$ cat src/sv/llt_pkg.sv
// Shared types, constants and character-class functions for the lambda language tokenizer.
`timescale 1ns / 1ps
`default_nettype none

package llt_pkg;

    localparam int OFFSET_BITS_DEF   = 32;
    localparam int LINE_COL_BITS_DEF = 16;
    localparam int INT_BITS_DEF      = 31;

    localparam int KIND_W   = 4;
    localparam int LEN_W    = 16;
    localparam int WINDOW_W = 40;

    typedef enum logic [KIND_W-1:0] {
        TK_EOF    = 4'd0,
        TK_LPAREN = 4'd1,
        TK_RPAREN = 4'd2,
        TK_LAMBDA = 4'd3,
        TK_DOT    = 4'd4,
        TK_LET    = 4'd5,
        TK_EQUALS = 4'd6,
        TK_IN     = 4'd7,
        TK_IDENT  = 4'd8,
        TK_INT    = 4'd9,
        TK_TRUE   = 4'd10,
        TK_FALSE  = 4'd11,
        TK_UNIT   = 4'd12,
        TK_ERROR  = 4'd13
    } tok_kind_t;

    typedef enum logic [4:0] {
        M_IDLE    = 5'b00001,
        M_COMMENT = 5'b00010,
        M_NUMBER  = 5'b00100,
        M_IDENT   = 5'b01000,
        M_ERROR   = 5'b10000
    } scan_mode_t;

    localparam logic [7:0] CH_LF     = 8'h0A;
    localparam logic [7:0] CH_HASH   = 8'h23;
    localparam logic [7:0] CH_UNDER  = 8'h5F;
    localparam logic [7:0] CH_ZERO   = 8'h30;
    localparam logic [7:0] CH_LPAREN = 8'h28;
    localparam logic [7:0] CH_RPAREN = 8'h29;
    localparam logic [7:0] CH_DOT    = 8'h2E;
    localparam logic [7:0] CH_EQUALS = 8'h3D;
    localparam logic [7:0] CH_BSLASH = 8'h5C;
    localparam logic [7:0] CH_QUOTE  = 8'h27;

    localparam logic [WINDOW_W-1:0] KW_LET   = WINDOW_W'("let");
    localparam logic [WINDOW_W-1:0] KW_IN    = WINDOW_W'("in");
    localparam logic [WINDOW_W-1:0] KW_TRUE  = WINDOW_W'("true");
    localparam logic [WINDOW_W-1:0] KW_FALSE = WINDOW_W'("false");
    localparam logic [WINDOW_W-1:0] KW_UNIT  = WINDOW_W'("unit");

    function automatic logic is_digit(input logic [7:0] b);
        return b inside {[8'h30:8'h39]};
    endfunction

    function automatic logic is_alpha(input logic [7:0] b);
        return b inside {[8'h41:8'h5A], [8'h61:8'h7A]};
    endfunction

    function automatic logic is_blank(input logic [7:0] b);
        return b inside {8'h20, [8'h09:8'h0D]};
    endfunction

    function automatic logic is_word(input logic [7:0] b);
        return is_alpha(b) || is_digit(b) || b == CH_UNDER || b == CH_QUOTE;
    endfunction

    function automatic logic is_punct(input logic [7:0] b);
        return b inside {CH_LPAREN, CH_RPAREN, CH_DOT, CH_EQUALS, CH_BSLASH};
    endfunction

    function automatic tok_kind_t punct_kind(input logic [7:0] b);
        tok_kind_t k;
        case (b)
            CH_LPAREN: k = TK_LPAREN;
            CH_RPAREN: k = TK_RPAREN;
            CH_DOT:    k = TK_DOT;
            CH_EQUALS: k = TK_EQUALS;
            default:   k = TK_LAMBDA;
        endcase
        return k;
    endfunction

    function automatic tok_kind_t word_kind(input logic [LEN_W-1:0] len,
                                            input logic [WINDOW_W-1:0] win);
        tok_kind_t k;
        k = TK_IDENT;
        if (len == LEN_W'(3) && win == KW_LET) begin
            k = TK_LET;
        end else if (len == LEN_W'(2) && win == KW_IN) begin
            k = TK_IN;
        end else if (len == LEN_W'(4) && win == KW_TRUE) begin
            k = TK_TRUE;
        end else if (len == LEN_W'(5) && win == KW_FALSE) begin
            k = TK_FALSE;
        end else if (len == LEN_W'(4) && win == KW_UNIT) begin
            k = TK_UNIT;
        end
        return k;
    endfunction

endpackage

`default_nettype wire

$ cat src/sv/lambda_language_tokenizer_top.sv
// Lambda language tokenizer: byte-serial lexical scanner with a small result queue.
// Tokens are registered into a four-entry result queue and shown on m_ from its head.
// Throughput: one byte per cycle while s_tready is high; it drops while fewer than
// two queue entries are free. A byte that ends a number or identifier and is itself a
// token yields two result beats, drained one beat per cycle while m_tready is high.
// Reset (aresetn low at aclk): scanner idle, counters to offset 0, line 1, column 1,
// queue empty.
`timescale 1ns / 1ps
`default_nettype none

module lambda_language_tokenizer_top #(
    parameter int OFFSET_BITS   = llt_pkg::OFFSET_BITS_DEF,
    parameter int LINE_COL_BITS = llt_pkg::LINE_COL_BITS_DEF,
    parameter int INT_BITS      = llt_pkg::INT_BITS_DEF,
    localparam int M_DATA_W = ((INT_BITS + OFFSET_BITS + llt_pkg::LEN_W
                                + 2 * LINE_COL_BITS + 8 + 7) / 8) * 8
) (
    input  wire logic                      aclk,
    input  wire logic                      aresetn,
    input  wire logic                      s_tvalid,
    output logic                           s_tready,
    input  wire logic [7:0]                s_tdata,   // in_byte
    input  wire logic                      s_tlast,   // end_of_input
    output logic                           m_tvalid,
    input  wire logic                      m_tready,
    // int_value, start_offset, token_length, err_line, err_column, err_char
    output logic [M_DATA_W-1:0]            m_tdata,
    output logic [llt_pkg::KIND_W-1:0]     m_tuser,   // token_kind
    output logic                           m_tlast    // last
);
    import llt_pkg::*;

    localparam int QDEPTH = 4;
    localparam int QPTR_W = $clog2(QDEPTH);
    localparam int QCNT_W = $clog2(QDEPTH + 1);

    typedef struct packed {
        logic [7:0]               chr;
        logic [LINE_COL_BITS-1:0] col;
        logic [LINE_COL_BITS-1:0] line;
        logic [LEN_W-1:0]         len;
        logic [OFFSET_BITS-1:0]   start;
        logic [INT_BITS-1:0]      ival;
        tok_kind_t                kind;
        logic                     last;
    } result_t;

    scan_mode_t               mode_reg,  mode_next;
    logic [INT_BITS-1:0]      accum_reg, accum_next;
    logic [OFFSET_BITS-1:0]   start_reg, start_next;
    logic [LEN_W-1:0]         len_reg,   len_next;
    logic [WINDOW_W-1:0]      win_reg,   win_next;
    logic [OFFSET_BITS-1:0]   pos_reg,   pos_next;
    logic [LINE_COL_BITS-1:0] line_reg,  line_next;
    logic [LINE_COL_BITS-1:0] col_reg,   col_next;

    result_t             queue_reg [QDEPTH];
    logic [QPTR_W-1:0]   wr_ptr_reg, wr_ptr_next;
    logic [QPTR_W-1:0]   rd_ptr_reg, rd_ptr_next;
    logic [QCNT_W-1:0]   count_reg,  count_next;

    logic                     s_acc, m_acc;
    logic [7:0]               b;
    logic [LINE_COL_BITS-1:0] col_inc, line_inc;
    logic [LEN_W-1:0]         len_inc;
    logic [INT_BITS+3:0]      acc_prod;
    logic [INT_BITS-1:0]      acc_step;
    result_t                  flush_res, tok, res0, res1, head;
    logic                     flush_on, tok_valid, scan;
    logic [1:0]               push_cnt;

    assign s_acc    = s_tvalid && s_tready;
    assign m_acc    = m_tvalid && m_tready;
    assign b        = s_tdata;
    assign col_inc  = (col_reg == '1) ? col_reg : col_reg + 1'b1;
    assign line_inc = (line_reg == '1) ? line_reg : line_reg + 1'b1;
    assign len_inc  = (len_reg == '1) ? len_reg : len_reg + 1'b1;

    // saturating accum * 10 + digit
    assign acc_prod = {1'b0, accum_reg, 3'b000} + {3'b000, accum_reg, 1'b0}
                      + (INT_BITS + 4)'(b - CH_ZERO);
    assign acc_step = (acc_prod > (INT_BITS + 4)'({INT_BITS{1'b1}}))
                      ? '1 : acc_prod[INT_BITS-1:0];

    always_comb begin
        flush_res = '0;
        if (mode_reg == M_NUMBER) begin
            flush_res.kind  = TK_INT;
            flush_res.ival  = accum_reg;
            flush_res.start = start_reg;
            flush_res.len   = len_reg;
        end else if (mode_reg == M_IDENT) begin
            flush_res.kind = word_kind(len_reg, win_reg);
            if (flush_res.kind == TK_IDENT) begin
                flush_res.start = start_reg;
                flush_res.len   = len_reg;
            end
        end
    end

    always_comb begin
        mode_next  = mode_reg;
        accum_next = accum_reg;
        start_next = start_reg;
        len_next   = len_reg;
        win_next   = win_reg;
        pos_next   = pos_reg;
        line_next  = line_reg;
        col_next   = col_reg;
        tok        = '0;
        tok_valid  = 1'b0;
        flush_on   = 1'b0;
        scan       = 1'b0;
        if (s_tlast) begin
            flush_on   = (mode_reg == M_NUMBER) || (mode_reg == M_IDENT);
            tok_valid  = 1'b1;
            tok.kind   = TK_EOF;
            mode_next  = M_IDLE;
            accum_next = '0;
            start_next = '0;
            len_next   = '0;
            win_next   = '0;
            pos_next   = '0;
            line_next  = LINE_COL_BITS'(1);
            col_next   = LINE_COL_BITS'(1);
        end else begin
            pos_next = pos_reg + 1'b1;
            case (mode_reg)
                M_IDLE: begin
                    scan = 1'b1;
                end
                M_COMMENT: begin
                    if (b == CH_LF) begin
                        mode_next = M_IDLE;
                        scan      = 1'b1;
                    end
                end
                M_NUMBER: begin
                    if (is_digit(b)) begin
                        accum_next = acc_step;
                        len_next   = len_inc;
                        col_next   = col_inc;
                    end else begin
                        flush_on  = 1'b1;
                        mode_next = M_IDLE;
                        scan      = 1'b1;
                    end
                end
                M_IDENT: begin
                    if (is_word(b)) begin
                        win_next = {win_reg[WINDOW_W-9:0], b};
                        len_next = len_inc;
                        col_next = col_inc;
                    end else begin
                        flush_on  = 1'b1;
                        mode_next = M_IDLE;
                        scan      = 1'b1;
                    end
                end
                M_ERROR: begin
                end
                default: begin
                    mode_next = M_IDLE;
                end
            endcase
            if (scan) begin
                if (is_blank(b)) begin
                    if (b == CH_LF) begin
                        line_next = line_inc;
                        col_next  = LINE_COL_BITS'(1);
                    end else begin
                        col_next = col_inc;
                    end
                end else if (b == CH_HASH) begin
                    mode_next = M_COMMENT;
                end else if (is_punct(b)) begin
                    tok_valid = 1'b1;
                    tok.kind  = punct_kind(b);
                    col_next  = col_inc;
                end else if (is_digit(b)) begin
                    mode_next  = M_NUMBER;
                    accum_next = INT_BITS'(b - CH_ZERO);
                    start_next = pos_reg;
                    len_next   = LEN_W'(1);
                    col_next   = col_inc;
                end else if (is_alpha(b) || b == CH_UNDER) begin
                    mode_next  = M_IDENT;
                    win_next   = WINDOW_W'(b);
                    start_next = pos_reg;
                    len_next   = LEN_W'(1);
                    col_next   = col_inc;
                end else begin
                    tok_valid = 1'b1;
                    tok.kind  = TK_ERROR;
                    tok.line  = line_reg;
                    tok.col   = col_reg;
                    tok.chr   = b;
                    mode_next = M_ERROR;
                end
            end
        end
    end

    always_comb begin
        res0     = '0;
        res1     = '0;
        push_cnt = 2'd0;
        if (flush_on && tok_valid) begin
            res0      = flush_res;
            res1      = tok;
            res1.last = 1'b1;
            push_cnt  = 2'd2;
        end else if (flush_on) begin
            res0      = flush_res;
            res0.last = 1'b1;
            push_cnt  = 2'd1;
        end else if (tok_valid) begin
            res0      = tok;
            res0.last = 1'b1;
            push_cnt  = 2'd1;
        end
    end

    always_ff @(posedge aclk) begin
        if (!aresetn) begin
            mode_reg  <= M_IDLE;
            accum_reg <= '0;
            start_reg <= '0;
            len_reg   <= '0;
            win_reg   <= '0;
            pos_reg   <= '0;
            line_reg  <= LINE_COL_BITS'(1);
            col_reg   <= LINE_COL_BITS'(1);
        end else if (s_acc) begin
            mode_reg  <= mode_next;
            accum_reg <= accum_next;
            start_reg <= start_next;
            len_reg   <= len_next;
            win_reg   <= win_next;
            pos_reg   <= pos_next;
            line_reg  <= line_next;
            col_reg   <= col_next;
        end
    end

    always_comb begin
        wr_ptr_next = wr_ptr_reg;
        rd_ptr_next = rd_ptr_reg;
        count_next  = count_reg;
        if (s_acc) begin
            wr_ptr_next = wr_ptr_reg + QPTR_W'(push_cnt);
            count_next  = count_next + QCNT_W'(push_cnt);
        end
        if (m_acc) begin
            rd_ptr_next = rd_ptr_reg + 1'b1;
            count_next  = count_next - 1'b1;
        end
    end

    always_ff @(posedge aclk) begin
        if (!aresetn) begin
            wr_ptr_reg <= '0;
            rd_ptr_reg <= '0;
            count_reg  <= '0;
        end else begin
            wr_ptr_reg <= wr_ptr_next;
            rd_ptr_reg <= rd_ptr_next;
            count_reg  <= count_next;
        end
    end

    always_ff @(posedge aclk) begin
        if (s_acc && push_cnt != 2'd0) begin
            queue_reg[wr_ptr_reg] <= res0;
        end
        if (s_acc && push_cnt == 2'd2) begin
            queue_reg[wr_ptr_reg + 1'b1] <= res1;
        end
    end

    assign head     = queue_reg[rd_ptr_reg];
    assign s_tready = count_reg <= QCNT_W'(QDEPTH - 2);
    assign m_tvalid = count_reg != '0;
    assign m_tdata  = M_DATA_W'({head.chr, head.col, head.line, head.len,
                                 head.start, head.ival});
    assign m_tuser  = head.kind;
    assign m_tlast  = head.last;

`ifndef SYNTHESIS
    a_queue_bound: assert property (@(posedge aclk) disable iff (!aresetn)
        count_reg <= QCNT_W'(QDEPTH))
        else $error("result queue overflow");

    a_eoi_restart: assert property (@(posedge aclk) disable iff (!aresetn)
        s_acc && s_tlast |=> pos_reg == '0 && mode_reg == M_IDLE
                             && line_reg == LINE_COL_BITS'(1))
        else $error("scanner state not restarted after end of input");

    a_eof_last: assert property (@(posedge aclk) disable iff (!aresetn)
        m_tvalid && m_tuser == TK_EOF |-> m_tlast)
        else $error("eof beat without last");

    a_eoi_pushes: assert property (@(posedge aclk) disable iff (!aresetn)
        s_acc && s_tlast |=> count_reg != '0)
        else $error("end of input produced no beat");
`endif

endmodule

`default_nettype wire
$ cat config.mk
export PLATFORM = sky130hd
export DESIGN_NAME = lambda_language_tokenizer_top
export DESIGN_NICKNAME = d
export VERILOG_FILES = /design/src/sv/llt_pkg.sv /design/src/sv/lambda_language_tokenizer_top.sv
export SDC_FILE = /design/constraint.sdc
export NUM_CORES = 2
export LEC_CHECK = 0
export CAP_MARGIN = 20
export CELL_PAD_IN_SITES_DETAIL_PLACEMENT = 0
export CELL_PAD_IN_SITES_GLOBAL_PLACEMENT = 2
export CORE_MARGIN = 2
export CORE_UTILIZATION = 40
export CTS_CLUSTER_SIZE = 14
export DETAILED_ROUTE_END_ITERATION = 12
export DONT_BUFFER_PORTS = 1
export PLACE_DENSITY_LB_ADDON = 0.2
export SLEW_MARGIN = 30
export SYNTH_ARGS = -nofsm -noshare
export SYNTH_HDL_FRONTEND = slang
export SYNTH_SLANG_ARGS = --single-unit
$ cat constraint.sdc
create_clock -name aclk -period 17.3 [get_ports aclk]
set_input_delay 0.865 -clock aclk [delete_from_list [all_inputs] [get_ports aclk]]
set_output_delay 0.865 -clock aclk [all_outputs]
set_load 0.02 [all_outputs]
[Yosys cells after proc, flatten, opt, wreduce, memory -nomap -nowiden]
Memories as Yosys holds them, arrays and structs flattened. A register that Yosys moved wholly into a read port is not among the register bits.
Cells that the tools add are included.
Word-level totals
  bits in registers: 195
  memories: 1
  memory bits (read-only): 0
  output and inout port bits: 127
  bits in latches: 0
  memory bits (writable): 496
Operators by class
  shift operators: 0
  multiply operators: 0
  eq/ne operators: 33
  div/mod/pow operators: 0
  muxes and demuxes: 122
  add/subtract/negate cells: 13
  $lt $le $gt $ge: 10
  bitwise operators: 0
  reductions and logical operators: 31
Memory list
  queue_reg: depth 4, bits a word 124, read ports 1, clocked after Yosys merged registers in 1, wr ports 2, line lambda_language_tokenizer_top.sv:57  | result_t queue_reg [QDEPTH];
Operator list (count)
  40-bit 2-to-1 mux: 16
  124-bit 2-to-1 mux: 4
  16-bit 2-to-1 mux: 26
  31-bit 2-to-1 mux: 10
  32-bit 2-to-1 mux: 8
  48-bit 2-to-1 mux: 3
  40-bit by 31-bit equality test with 1-bit output, second input constant: 2
  16-bit case mux with 2 select lines: 2
  8-bit by 6-bit equality test with 1-bit output, second input constant: 7
  4-bit 2-to-1 mux: 13
  5-bit 2-to-1 mux: 10
  16-bit by 1-bit adder with 16-bit output, second input constant: 3
  16-bit equality test, second input constant: 3
  40-bit by 15-bit equality test with 1-bit output, second input constant: 1
  40-bit by 23-bit equality test with 1-bit output, second input constant: 1
  40-bit by 39-bit equality test with 1-bit output, second input constant: 1
  34-bit by 32-bit adder with 35-bit output: 1
  35-bit adder: 1
  35-bit by 31-bit greater-than comparator with 1-bit output, second input constant: 1
  32-bit by 1-bit adder with 32-bit output, second input constant: 1
  16-bit by 2-bit equality test with 1-bit output, second input constant: 2
  16-bit by 3-bit equality test with 1-bit output, second input constant: 2
  5-bit case mux with 4 select lines: 1
  1-bit 2-to-1 mux: 18
  35 further kinds: 72

[Logic depth before layout (Yosys ltp)]
  depth in word-level cells: 18
  mapped depth: 19
  mapped depth without buffers: 17

[Worst setup path before layout]
Ideal clock, no wire load.
  path kind: input -> register
  from: in s_tdata[4]
  to: reg accum_reg[25]
  data required time: 17172 ps
  cell stages on the path: 14
  path buffers: 2
  library setup time: 128 ps
  data arrival time: 6943 ps
  setup slack: 10229 ps
  cells stage by stage: ha_1 -> clkbuf_1 -> nor3_1 -> fa_1 -> ha_1 -> o21a_1 -> or2_1 -> a31oi_1 -> or4b_1 -> a2111oi_1 -> o32ai_2 -> buf_2 -> nor4_1 -> o211ai_1
Between the ends
  cells in the longest elaborated chain, start to end: 12
Ends and longest elaborated chain
  start: declaration: line lambda_language_tokenizer_top.sv:22  | input wire logic [7:0] s_tdata,
  8-bit by 6-bit subtractor with 9-bit output: line lambda_language_tokenizer_top.sv:81, lambda_language_tokenizer_top.sv:182
  35-bit adder: line lambda_language_tokenizer_top.sv:81  | + (INT_BITS + 4)'(b - CH_ZERO);
  35-bit by 31-bit greater-than comparator with 1-bit output: line lambda_language_tokenizer_top.sv:82  | assign acc_step = (acc_prod > (INT_BITS + 4)'({INT_BITS{1'b1}}))
  31-bit 2-to-1 mux: line lambda_language_tokenizer_top.sv:83  | ? '1 : acc_prod[INT_BITS-1:0];
  31-bit 2-to-1 mux: line lambda_language_tokenizer_top.sv:139  | if (is_digit(b)) begin
  31-bit 2-to-1 mux: line lambda_language_tokenizer_top.sv:128  | case (mode_reg)
  31-bit 2-to-1 mux: line lambda_language_tokenizer_top.sv:180  | end else if (is_digit(b)) begin
  31-bit 2-to-1 mux: line lambda_language_tokenizer_top.sv:176  | end else if (is_punct(b)) begin
  31-bit 2-to-1 mux: line lambda_language_tokenizer_top.sv:174  | end else if (b == CH_HASH) begin
  31-bit 2-to-1 mux: line lambda_language_tokenizer_top.sv:167  | if (is_blank(b)) begin
  31-bit 2-to-1 mux *: line lambda_language_tokenizer_top.sv:166  | if (scan) begin
  31-bit 2-to-1 mux *: line lambda_language_tokenizer_top.sv:114  | if (s_tlast) begin
  end signal: assignment: line lambda_language_tokenizer_top.sv:236  | accum_reg <= accum_next;
  end: declaration: line lambda_language_tokenizer_top.sv:49  | logic [INT_BITS-1:0] accum_reg, accum_next;
Every way passes the cells marked *; elsewhere a longest branch is shown, timed or not. The select of a mux whose other input is x is not followed.
A chain may end at the register's enable or synchronous reset.

==> results.json <==
{
  "worst_pin_slew_ns": 1.08,
  "ctsHoldBuffers": 0,
  "status": "completed",
  "power.density_nw_per_um2": 120,
  "post_synth_inst_count": 2910,
  "cts_tree": "done",
  "seq_power_share_pct": 41.6,
  "report.final.slew_viol_count": 0,
  "final_layout_size_suffix_gt1_share_pct": 14.1,
  "syn-num-nets": 3008,
  "gpl.final_weighted_congestion": 0.894,
  "yosysWarningCount": 0,
  "worst_path_most_repeated_cell": "sky130_fd_sc_hd__ha_1",
  "grt_remaining_overflow": 0,
  "synth_mux_area_share_pct": 9.10,
  "cts_inserted_buffers": 79,
  "post_cts.resized_instances": 0,
  "cp.required_ns": 17.78,
  "crit_slowest_cell": "sky130_fd_sc_hd__o21ai_4",
  "critical_path_peak_fanout": 23,
  "clk_pin_slew_worst_paths_ns": 0.06,
  "synth_top_family_by_area": "compound AO/OA/AOI/OAI gates",
  "fin_crit_sh_pct": 29.5,
  "die_x_um": 289,
  "fill_cells": 7404,
  "timing_worst_setup_path_type": "in -> reg",
  "hp-start": "s_tdata[4]",
  "grt_pass1_wl_um": 151000,
  "critical-path-max-stage-delay_ns": 0.70,
  "reg2reg_depth": 11,
  "synth.lib_cells_used.distinct": 95,
  "power.share.switching_pct": 30.8,
  "placed_wire_length_estimate_um": 62700,
  "num_antenna_cells": 0,
  "dr_total_vias": 24100,
  "grt_pass1_vias": 24200,
  "crit_path_cell_trace": "ha_1 > o211ai_1 > nand4_1 > a21boi_1 > a211oi_1 > or2_2 > ha_1 > a21oi_1 > o31a_1 > o21ai_1 > o21ai_4 > and3_1",
  "remaining_drc_errors": 0,
  "route.final.wire_length_um": 98700,
  "synthesis.area_um2": 32500,
  "route.detailed.wl_per_inst_um": 25.1,
  "drtPass1Iterations": 5,
  "synth_compound_area_share_pct": 19.6,
  "min_delay_worst_endpoint": "win_reg[4]",
  "cp-startpoint": "s_tdata[4]",
  "cts_setup_buffers": 0,
  "synth.avg_cell_area_um2": 11.2,
  "design.die.area_um2": 83500,
  "postSynth.topFlopCell": "sky130_fd_sc_hd__dfxtp_1",
  "p_clk_share_pct": 39.1,
  "wl_met2_um": 49100,
  "synthSimpleGateAreaFrac_pct": 13.5,
  "switching_power_mw": 1.33,
  "largest_voltage_drop_on_the_vdd_net_uv": 75.2,
  "postRouteAntennaNets": 0,
  "rr_startpoint": "mode_reg[4]",
  "wl_met3_um": 4730,
  "route.detailed.vias_per_inst": 6.14,
  "power.internal_mw": 2.99,
  "timing.rr.end": "queue_reg[0][95]",
  "clk_path_buf_depth": 3,
  "timing.final.crit_period_ns": 5.11,
  "synth_xor_area_share_pct": 1.75,
  "max_slew_margin_pct": 27.8,
  "synth-edff-count": 180,
  "cp-end-kind": "register",
  "cts_max_level": 3,
  "max_reg_flops": 496,
  "layout-area-overhead-vs-synth_pct": 10.9,
  "clock_sinks": 693,
  "grt_max_degree": 93,
  "ys_seq_area_share_pct": 48.3,
  "drt_first_iter_violations": 1903,
  "achievable-frequency_mhz": 196,
  "report.final.hold_viol_count": 0,
  "timing.critical_path.arrival_ns": 5.59,
  "clk-insertion-delay-late_ns": 0.63,
  "worstHoldPathType": "in -> reg",
  "fraction_of_the_mapped_netlist_area_in_adder_cells_pct": 3.99,
  "rsz0062_at_grt": "no",
  "min_path_cells": 1,
  "setup_viol": 0,
  "clock-root-buffer": "sky130_fd_sc_hd__clkbuf_16",
  "synthArstFlopShare_pct": 0,
  "grt_antenna_before_repair": 2,
  "met1_length_um": 42800,
  "comb_power_share_pct": 19.2,
  "num_io_pins": 140,
  "fin_nets": 2903,
  "worst_clock_skew_ns": 0.0200,
  "leakage_nw": 12.6,
  "placement.io_buffers": 0,
  "layout.core_utilization_pct": 44.8,
  "drv.max_cap_violation_count": 0,
  "effective_utilization_at_floorplan_pct": 40.4,
  "startpoint_types": "input port",
  "number_of_core_rows": 104,
  "globalRouteTotalUtil_pct": 23.4,
  "core_um2": 80400,
  "synth-seq-cells": 693,
  "route.top_layer_used": "met4",
  "tns_ns": 0,
  "die-height_um": 289,
  "rrSetupSlack_ns": 12.35
}
==> stage by stage <==
stage	cells	total power, mW	setup WS, ns	hold WS [ns]	area, um2
detailed placement	3783	2.67	11.64	0.449	33300
global placement	3781	2.65	11.72	0.437	33200
CTS	3925	4.37	12.29	0.336	36000
global route	3926	4.49	11.89	0.359	36000
floorplan	2910	2.41	10.23	0.420	32500
finish	3926	4.32	12.19	0.372	36000
==> worst max path at each step <==
stage | to | slack [ns] | cells after the start
after floorplan | accum_reg[25] | 10.23 | 14
after global placement | queue_reg[3][92] | 11.72 | 12
after detailed placement | queue_reg[2][92] | 11.64 | 12
after CTS | queue_reg[2][92] | 12.29 | 12
after global routing | queue_reg[3][97] | 11.89 | 12
final | queue_reg[2][92] | 12.19 | 12
==> power groups by stage <==
| stage | registers (mW) | clock network [mW] | logic, mW |
|---|---|---|---|
| 2_1_floorplan | 1.79 | 0 | 0.618 |
| 6_report | 1.80 | 1.69 | 0.831 |
| 4_1_cts | 1.82 | 1.73 | 0.824 |
| 5_1_grt | 1.81 | 1.79 | 0.888 |
| 3_5_place_dp | 1.85 | 0 | 0.822 |
| 3_3_place_gp | 1.85 | 0 | 0.808 |
==> synthesized netlist by cell type (21+ instances only) <==
cell type	n	area, um2
sky130_fd_sc_hd__nand4_1	50	313
sky130_fd_sc_hd__nor3_1	41	205
sky130_fd_sc_hd__clkbuf_1	167	627
sky130_fd_sc_hd__nand2_1	180	676
sky130_fd_sc_hd__nor4_1	41	257
sky130_fd_sc_hd__nor2_1	120	450
sky130_fd_sc_hd__o211ai_1	25	188
sky130_fd_sc_hd__dfxtp_1	513	10300
sky130_fd_sc_hd__nand3_1	52	260
sky130_fd_sc_hd__edfxtp_1	180	5410
sky130_fd_sc_hd__o21ai_1	21	105
sky130_fd_sc_hd__ha_1	54	676
sky130_fd_sc_hd__nor2b_1	39	244
sky130_fd_sc_hd__and3_1	116	726
sky130_fd_sc_hd__and2_1	27	169
sky130_fd_sc_hd__buf_2	27	135
sky130_fd_sc_hd__a21boi_0	42	315
sky130_fd_sc_hd__o22ai_1	21	131
sky130_fd_sc_hd__xnor2_1	31	272
sky130_fd_sc_hd__fa_1	31	621
sky130_fd_sc_hd__inv_1	44	165
sky130_fd_sc_hd__a22o_1	351	3070
sky130_fd_sc_hd__o21ai_0	106	531
sky130_fd_sc_hd__nor2b_2	28	245
sky130_fd_sc_hd__xor2_1	34	298
sky130_fd_sc_hd__mux4_2	124	2790
sky130_fd_sc_hd__a21oi_1	92	460
==> kinds of logic after synthesis <==
logic type,count (synthesis)
compound gates,843
simple gates,804
flops,693
buf+inv,279
mux,140
fa+ha+maj,85
xor+xnor,65
other cells,1
==> worst max-delay path, delay by kind of cell <==
kind	cells	cell delay, ns
compound gates	7	2.94
fa+ha+maj	2	0.72
simple gates	3	1.04
==> layout by cell type, fill, tap and decap left out, types with 35 or more instances in the layout <==
cell	count
sky130_fd_sc_hd__clkbuf_16	84
sky130_fd_sc_hd__edfxtp_1	180
sky130_fd_sc_hd__a21oi_1	90
sky130_fd_sc_hd__nand4_1	50
sky130_fd_sc_hd__buf_4	44
sky130_fd_sc_hd__nand3_1	52
sky130_fd_sc_hd__o21ai_0	106
sky130_fd_sc_hd__a21boi_0	42
sky130_fd_sc_hd__nor3_1	35
sky130_fd_sc_hd__dfxtp_1	511
sky130_fd_sc_hd__inv_1	40
sky130_fd_sc_hd__nor2b_1	39
sky130_fd_sc_hd__ha_1	54
sky130_fd_sc_hd__nand2_1	179
sky130_fd_sc_hd__nor4_1	41
sky130_fd_sc_hd__mux4_2	124
sky130_fd_sc_hd__a22o_1	351
sky130_fd_sc_hd__and3_1	116
sky130_fd_sc_hd__nor2_1	110
==> per-layer routing <==
layer	GRT usage [%]	vias to the layer above
met5	0	-
met4	6.38	0
met3	3.17	126
met2	40.4	650
met1	30.8	12300
li1	-	11000
==> layout make-up <==
| type | count | area (um2) | area share [%] |
|---|---|---|---|
| clock inverters | 34 | 350 | 0.973 |
| multi-input cells | 1938 | 15800 | 43.8 |
| clock buffers | 108 | 2290 | 6.37 |
| inverters | 44 | 165 | 0.459 |
| repair buffers | 49 | 428 | 1.19 |
| flip-flops and latches | 693 | 15700 | 43.6 |
| well taps | 1060 | 1330 | 3.68 |
(Power assumes the default switching activity.)
